--- config.mk ---
export PLATFORM = sky130hd
export DESIGN_NAME = rlzd_ctrl
export DESIGN_NICKNAME = d
export VERILOG_FILES = /design/src/hdl/rlzd_pkg.sv /design/src/hdl/rlzd_ctrl.sv
export SDC_FILE = /design/constraint.sdc
export NUM_CORES = 1
export LEC_CHECK = 0
export BUFFER_PORTS_ARGS = -buffer_cell sky130_fd_sc_hd__clkbuf_2
export CORE_AREA = 5 5 42 44
export CTS_CLUSTER_SIZE = 24
export DETAILED_ROUTE_END_ITERATION = 10
export DIE_AREA = 0 0 47 49
export PLACE_DENSITY = 0.36
export SETUP_SLACK_MARGIN = 0.2
export SLEW_MARGIN = 20
export SYNTH_ARGS = -nofsm -noshare
export SYNTH_HDL_FRONTEND = slang
export SYNTH_SLANG_ARGS = --single-unit
--- constraint.sdc ---
create_clock -name i_clk -period 0.98 [get_ports i_clk]
set_input_delay 0.196 -clock i_clk [delete_from_list [all_inputs] [get_ports i_clk]]
set_output_delay 0.196 -clock i_clk [all_outputs]
set_load 0.03 [all_outputs]
--- src/hdl/rlzd_pkg.sv ---
`timescale 1ns / 1ps
// ============================================================================
// rlzd_pkg: shared types and constants for the RLZ phrase bit decoder
// Command codes, default sizes and the controller/datapath handshake structs.
// ============================================================================
package rlzd_pkg;

    localparam int REF_BYTES_DEF       = 4096;
    localparam int MAX_PHRASE_BITS_DEF = 512;

    // Command codes carried in the input word's tuser
    localparam logic [1:0] CMD_LOAD   = 2'd0;
    localparam logic [1:0] CMD_PHRASE = 2'd1;
    localparam logic [1:0] CMD_START  = 2'd2;

    // Controller -> datapath
    typedef struct packed {
        logic wr;        // write reference byte
        logic clear;     // drop held partial bits
        logic start;     // latch a phrase
        logic step;      // merge one reference byte
        logic emit_bad;  // load the rejected-phrase result
    } t_dp_cmd;

    // Datapath -> controller
    typedef struct packed {
        logic in_bad;      // incoming phrase is out of range or too long
        logic rem_zero;    // no phrase bits left
        logic byte_ready;  // current merge completes a byte
        logic final_step;  // current merge takes the last phrase bits
        logic out_free;    // output register can take a word this cycle
    } t_dp_stat;

endpackage

--- src/hdl/rlzd_ctrl.sv ---
`timescale 1ns / 1ps
// ============================================================================
// rlzd_ctrl: decoder controller
// Accepts input words, decodes commands and sequences the datapath.
// ============================================================================
module rlzd_ctrl (
    input  logic               i_clk,
    input  logic               i_rst_n,
    input  logic               i_valid,
    input  logic [1:0]         i_command,
    output logic               o_ready,
    input  rlzd_pkg::t_dp_stat i_stat,
    output rlzd_pkg::t_dp_cmd  o_cmd
);

    typedef enum logic [1:0] {
        S_IDLE,
        S_RUN,
        S_BAD
    } t_state;

    t_state r_state;
    t_state n_state;
    logic   r_ready;
    logic   w_accept;

    assign w_accept = i_valid && r_ready;

    always_comb begin
        n_state = r_state;
        o_cmd   = '0;
        case (r_state)
            S_IDLE: begin
                if (w_accept) begin
                    case (i_command)
                        rlzd_pkg::CMD_LOAD: begin
                            o_cmd.wr = 1'b1;
                        end
                        rlzd_pkg::CMD_START: begin
                            o_cmd.clear = 1'b1;
                        end
                        rlzd_pkg::CMD_PHRASE: begin
                            o_cmd.start = 1'b1;
                            n_state     = i_stat.in_bad ? S_BAD : S_RUN;
                        end
                        default: begin
                        end
                    endcase
                end
            end
            S_RUN: begin
                if (i_stat.rem_zero) begin
                    n_state = S_IDLE;
                end else if (!i_stat.byte_ready || i_stat.out_free) begin
                    o_cmd.step = 1'b1;
                    if (i_stat.final_step) begin
                        n_state = S_IDLE;
                    end
                end
            end
            S_BAD: begin
                if (i_stat.out_free) begin
                    o_cmd.emit_bad = 1'b1;
                    n_state        = S_IDLE;
                end
            end
            default: begin
                n_state = S_IDLE;
            end
        endcase
    end

    always_ff @(posedge i_clk) begin
        if (!i_rst_n) begin
            r_state <= S_IDLE;
            r_ready <= 1'b0;
        end else begin
            r_state <= n_state;
            r_ready <= (n_state == S_IDLE);
        end
    end

    assign o_ready = r_ready;

endmodule

## Yosys cells after proc, flatten, opt, wreduce, memory -nomap -nowiden

Index checks and enable logic that the tools add are counted.

| operators by class | value |
|---|---|
| equality and inequality tests | 4 |
| mux-type cells | 18 |
| reduce and logical (&&, ||, !) cells | 6 |

Operators by type and width:

| cell | number |
|---|---|
| 2-to-1 mux 2 bit | 7 |
| 2-to-1 mux 1 bit | 8 |
| zero test 2 bit | 3 |
| 2-to-1 mux 3 bit | 2 |
| case mux 2 bit (3 select lines) | 1 |
| == test 2 x 1 -> 1 bit (second input constant) | 2 |
| == test 2 bit (second input constant) | 2 |
| logical AND 1 bit | 1 |
| zero test 1 bit | 1 |
| logical OR 1 bit | 1 |

| word-level totals | value |
|---|---|
| bits in registers | 3 |
| output and inout port bits | 6 |
| logic and storage cells | 30 |

## Longest topological paths before layout

Gate-level depths: netlist of the first run.

| depth | value |
|---|---|
| depth in word-level cells | 6 |
| gate-level depth with buffers | 3 |

## Least setup slack after synthesis of the first run

OpenSTA, ideal clock, no wires.

| timing path | value |
|---|---|
| path type | reg2out |
| from | register r_ready (netlist: o_ready) |
| to | output o_cmd[3] in the netlist's numbering |
| arrival time | 1467 ps |
| data required time | 784 ps |
| setup slack | -683 ps |
| cell stages (with the launch flop) | 3 |
| buffers on the path | 0 |
| cell sequence | dfxtp_1 -> nand4bb_4 -> nor3b_1 |

RTL lines:

| element | line | text |
|---|---|---|
| from (decl) | rlzd_ctrl.sv:24 | `logic r_ready;` |
| from (signal assigned) | rlzd_ctrl.sv:79 | `r_ready <= (n_state == S_IDLE);` |
| to (decl) | rlzd_ctrl.sv:13 | `output rlzd_pkg::t_dp_cmd o_cmd` |

==> impl_metrics.json, run 1 <==
{
  "status": "finished, violations left",
  "violations": "negative setup slack",
  "synth_most_common_cell": "dfxtp_1",
  "endpoint_kind": "output pin",
  "start_util_pct": 14.6,
  "wirelength_um": 672,
  "drv_slew": 0,
  "viasPerCell": 4.05,
  "post-route-period-util_pct": 147,
  "firstDrtPassIters": 3,
  "grt_overflow_total": 0,
  "maxCapViolCount": 0,
  "core_um2": 1400,
  "die_area_um2": 2300,
  "num_rows": 14,
  "antenna_cells": 0,
  "yosys_warnings": 0,
  "arrival_ns": 1.25,
  "fin_hold_ws_ns": 0.210,
  "synthCells": 20,
  "io_buffer_count": 15,
  "via_count": 235,
  "wl_per_cell_um": 11.6,
  "power_density_nw_per_um2": 981,
  "synth-async-reset-ratio_pct": 0,
  "hold_violations": 0,
  "ys_types": 15,
  "clk_latency_ns": 0.23,
  "final_nets": 53,
  "finClkSkew_ns": 0.000391,
  "antenna_found_initial": 0,
  "setup_viol": 8,
  "drc": 0,
  "cts_buffer_depth": 2,
  "drive_gt1_share_pct": 76.2,
  "syn_area_um2": 204,
  "fin_util_pct": 32.5,
  "cts_tree": "yes",
  "yosysSeqAreaShare_pct": 29.4,
  "die_x_um": 47,
  "yosysTopAreaCell": "dfxtp_1",
  "start_kind": "flip-flop",
  "area_growth_syn_to_layout_pct": 123,
  "peakVddDrop_mv": 0.445,
  "htreeDepth": 1,
  "dp_hpwl_um": 523,
  "synthFlopType": "dfxtp_1",
  "clockRootBuffer": "clkbuf_4",
  "relSlewSlack_pct": 81.7,
  "io_pins": 16,
  "drtIter0Drc": 9,
  "clk_pin_slew_ns": 0.03,
  "fin_crit_ns": 1.45,
  "worst_slack_ns": -0.465,
  "dieHeight_um": 49,
  "synth.top_cell.area_share_pct": 29.4,
  "cts-hold-fix-buffers": 0,
  "rsz0062_at_grt": "yes",
  "grt_max_degree": 5,
  "cts_made_buffers": 3,
  "grt_pass1_vias": 268,
  "dp_worst_setup_slack_ns": -0.305,
  "postSynthAreaPerCell_um2": 10.2,
  "hold_class": "input port to flip-flop",
  "crit_fanout": 4,
  "leakagePower_nw": 0.182,
  "synth-seq-cells": 3,
  "syn_nets": 30,
  "worstPathRequired_ns": 0.78,
  "synth_area_leaders": "dfxtp_1 (29%), nand4bb_4 (13%), nor3b_4 (9.2%)",
  "critPathKind": "flip-flop to output pin",
  "dpl_cell_area_um2": 345,
  "place_congestion": 0.742,
  "fin_area_um2": 455,
  "worst_pin_slew_ns": 0.271,
  "synth-edff-count": 0,
  "netlist_top_cells_count": "dfxtp_1 (3), nand2b_1 (2), nor3_1 (2), nor3b_1 (2)",
  "ant_nets": 0,
  "fmax_mhz": 692,
  "grt_pass1_wl_um": 1130,
  "cts.sinks": 3,
  "grtUsageTotal_pct": 7.03,
  "setup-tns-final_ns": -2.64
}
[area by class of cell]
type / instances / area, um^2
clock buffer: 4 / 26.3
fill: 148 / 946
inverter: 1 / 3.75
multi-input combinational: 16 / 190
sequential: 3 / 65.1
tap: 16 / 20.0
timing repair buffer: 18 / 150
[timing repair]
action,in CTS,in global routing
endpoints found under the setup margin,9,9
buffers inserted,1,1
resized for setup,15,3
pin swaps,3,4
[layer usage]
layer  vias to the layer above  part of all wire (%)  wire [um]  track usage [%]
met2                         9                    51        345             9.95
met4                         0                     0          0             5.53
met3                         0                   8.8         59             4.06
li1                        120                     -          -                -
met1                       106                    40        267             7.22
met5                         -                     0          0                0
[layout by cell type, fill, tap and decap left out]
| cell type | instances |
|---|---|
| a21oi_4 | 2 |
| a31o_1 | 1 |
| buf_4 | 2 |
| buf_6 | 1 |
| buf_8 | 2 |
| clkbuf_1 | 1 |
| clkbuf_2 | 9 |
| clkbuf_4 | 4 |
| clkbuf_8 | 3 |
| dfxtp_1 | 1 |
| dfxtp_2 | 1 |
| dfxtp_4 | 1 |
| inv_1 | 1 |
| nand2b_1 | 2 |
| nand4bb_4 | 1 |
| nor2_4 | 1 |
| nor3_2 | 2 |
| nor3b_1 | 1 |
| nor3b_4 | 2 |
| nor4b_1 | 1 |
| o21a_1 | 1 |
| o21ai_0 | 1 |
| or3b_4 | 1 |
[power by group]
part	internal (mW)	switching, mW	total (mW)
Combinational	0.0506	0.0522	0.103
Sequential	0.127	0.00452	0.131
Clock	0.152	0.0605	0.213
[worst max-delay path, cell delays in order, from the launching register on]
cell and delay [ns]:
dfxtp_2 0.31, nand4bb_4 0.28, nor3b_4 0.24, clkbuf_8 0.19
[through the flow]
stage               cells  total power, mW
floorplan              20            0.176
global placement       52            0.216
detailed placement     52            0.217
CTS                    57            0.459
global route           58            0.488
finish                 58            0.447
[flip-flops by register name (all words and copies together), names as in the netlist]
name,cells
o_ready,1
r_state,2
[final timing paths]
kind / start / to / slack [ns] / depth (start not counted)
setup / recovery: r_state[0]$_SDFF_PN0_ / o_cmd[2] / -0.47 / 3
hold / removal: i_rst_n / r_state[0]$_SDFF_PN0_ / 0.21 / 2
setup reg to reg: r_state[0]$_SDFF_PN0_ / r_state[1]$_SDFF_PN0_ / -0.26 / 5
hold reg to reg: r_state[1]$_SDFF_PN0_ / r_state[1]$_SDFF_PN0_ / 0.77 / 3
[logic make-up (layout without fill, tap and decap cells)]
| family | after synthesis | in the layout | synth area share [%] |
|---|---|---|---|
| AOI/OAI and AO/OA | 5 | 5 | 17.2 |
| buffers and inverters | 1 | 23 | 1.84 |
| DFF | 3 | 3 | 29.4 |
| and+or+nand+nor | 11 | 11 | 51.5 |
No activity file was read; power rests on OpenSTA's default activity.
==> run 2, diff against run 1 <==
- PLACE_DENSITY: 0.36 -> 0.35
- clock period: 0.98 -> 1.79 ns (I/O delays scaled with it)
==> run 2 against run 1 <==
The run now ends clean. Via count rose by 4.7%. Global-route usage shrank 0.42 points. Hold slack better by 0.16 ns. Clock-buffer cell count is the same. Largest cell class unchanged. Largest power group unchanged.
==> impl_metrics.json, run 2 (synthesis results as in run 1) <==
{
  "final_common_cell": "clkbuf_2",
  "firstDrtPassIters": 2,
  "wl_per_cell_um": 11.1,
  "p_sw_mw": 0.0621,
  "core_um2": 1400,
  "combPwrFrac_pct": 19.0,
  "drv_slew": 0,
  "worst_pin_slew_ns": 0.288,
  "pwr-share-clk_pct": 50.7,
  "start_util_pct": 14.6,
  "setup-tns-final_ns": 0,
  "cts_buffer_depth": 2,
  "reg2reg_from": "r_state[0]$_SDFF_PN0_",
  "grtUsageTotal_pct": 6.62,
  "rsz0062_at_grt": "yes",
  "hold_path_depth": 2,
  "relSlewSlack_pct": 80.6,
  "start_kind": "flip-flop",
  "clockRootBuffer": "clkbuf_4",
  "via_count": 246,
  "status": "finished, final reports clean",
  "grt_overflow_total": 0,
  "hp-start": "i_rst_n",
  "r2r_cells": 4,
  "dieHeight_um": 49,
  "power_density_nw_per_um2": 622,
  "grt_pass1_wl_um": 1020,
  "largest_register_ffs": 2,
  "htreeDepth": 1,
  "wirelength_um": 630,
  "num_rows": 14,
  "sw_frac_of_total_pct": 26.3,
  "final_nets": 52,
  "worstPathRequired_ns": 1.43,
  "ant_nets": 0,
  "antenna_found_initial": 0,
  "fmax_mhz": 631,
  "antenna_cells": 0,
  "io_buffer_count": 15,
  "arrival_ns": 1.23,
  "n_fill_cell": 163,
  "drive_gt1_share_pct": 70.7,
  "clk_latency_ns": 0.23,
  "place_congestion": 0.714,
  "maxCapViolCount": 0,
  "setup_viol": 0,
  "cts.sinks": 3,
  "most-common-layout-cells": "clkbuf_2 (11), clkbuf_4 (3), buf_4 (3)",
  "grt_pass1_vias": 272,
  "cts_made_buffers": 3,
  "clk_pin_slew_ns": 0.03,
  "grt_max_degree": 5,
  "die_x_um": 47,
  "area_growth_syn_to_layout_pct": 85.9,
  "dp_hpwl_um": 521,
  "rr_endpoint": "r_state[0]$_SDFF_PN0_",
  "p_int_mw": 0.174,
  "critPathKind": "flip-flop to output pin",
  "worst_hold_path.endpoint": "r_state[0]$_SDFF_PN0_",
  "r2r_slack_ns": 0.63,
  "viasPerCell": 4.32,
  "finClkSkew_ns": 0.00613,
  "crit_fanout": 3,
  "die_area_um2": 2300,
  "drc": 0,
  "post-route-period-util_pct": 88.5,
  "fin_hold_ws_ns": 0.374,
  "seq_power_share_pct": 30.3,
  "cts-hold-fix-buffers": 0,
  "leakagePower_nw": 0.163,
  "io_pins": 16,
  "drtIter0Drc": 3,
  "peakVddDrop_mv": 0.246,
  "hold_class": "input port to flip-flop",
  "cts_tree": "yes",
  "regMostFlops": "r_state",
  "endpoint_kind": "output pin",
  "fin_crit_ns": 1.58,
  "hold_violations": 0
}
run 2: cell types whose count changed in the layout (fill, tap and decap cells not counted), sizes merged:
cell,change
buf,-1
run 2: worst max path at each step:
stage | to | from | slack, ns
floorplan | o_cmd[1] | i_stat[3] | 0.20
global placement | o_cmd[1] | i_stat[3] | 0.28
detailed placement | o_cmd[1] | i_stat[3] | 0.26
CTS | o_cmd[1] | r_state[0]$_SDFF_PN0_ | 0.20
global route | o_cmd[1] | r_state[0]$_SDFF_PN0_ | 0.14
finish | o_cmd[1] | r_state[0]$_SDFF_PN0_ | 0.21
run 2: stage by stage:
stage / area [um^2] / instances / power (mW) / setup slack, ns / util [%]
6_report: 379 / 57 / 0.236 / 0.206 / 27.1
5_1_grt: 379 / 57 / 0.257 / 0.140 / 27.1
4_1_cts: 377 / 57 / 0.242 / 0.199 / 26.9
3_5_place_dp: 309 / 51 / 0.114 / 0.261 / 22.1
3_3_place_gp: 309 / 51 / 0.113 / 0.278 / 22.1
2_1_floorplan: 214 / 20 / 0.0936 / 0.201 / -
run 2: repair_timing:
action | 4_1_cts | 5_1_grt
buffers inserted | 2 | 0
gates resized for setup | 8 | 4
pin swaps | 2 | 0
endpoints found under the hold margin | 0 | 0
cloned | 0 | 0
endpoints found under the setup margin | 2 | 4
run 2: per-layer routing:
layer	GRT usage, %	wire length (um)
met1	5.04	235
met2	10.2	324
met3	5.17	69
met4	5.53	0
met5	0	0
run 2: critical path: stages, from the launching register on:
cell and delay (ns):
dfxtp_2 0.32, or3b_4 0.38, a21oi_2 0.12, clkbuf_8 0.17
run 2: power by group through the flow:
stage,Combinational (mW),Clock [mW],Sequential (mW)
finish,0.0449,0.119,0.0714
global route,0.0488,0.137,0.0715
CTS,0.0450,0.126,0.0715
detailed placement,0.0419,0,0.0725
global placement,0.0407,0,0.0724
floorplan,0.0182,0,0.0754
run 2: cell type report:
cell class                 count  area [um^2]  area share [%]
tap                           16         20.0            5.28
multi-input combinational     16          156            41.3
inverter                       1         3.75           0.990
timing repair buffer          17          110            29.0
clock buffer                   4         26.3            6.93
sequential                     3         62.6            16.5
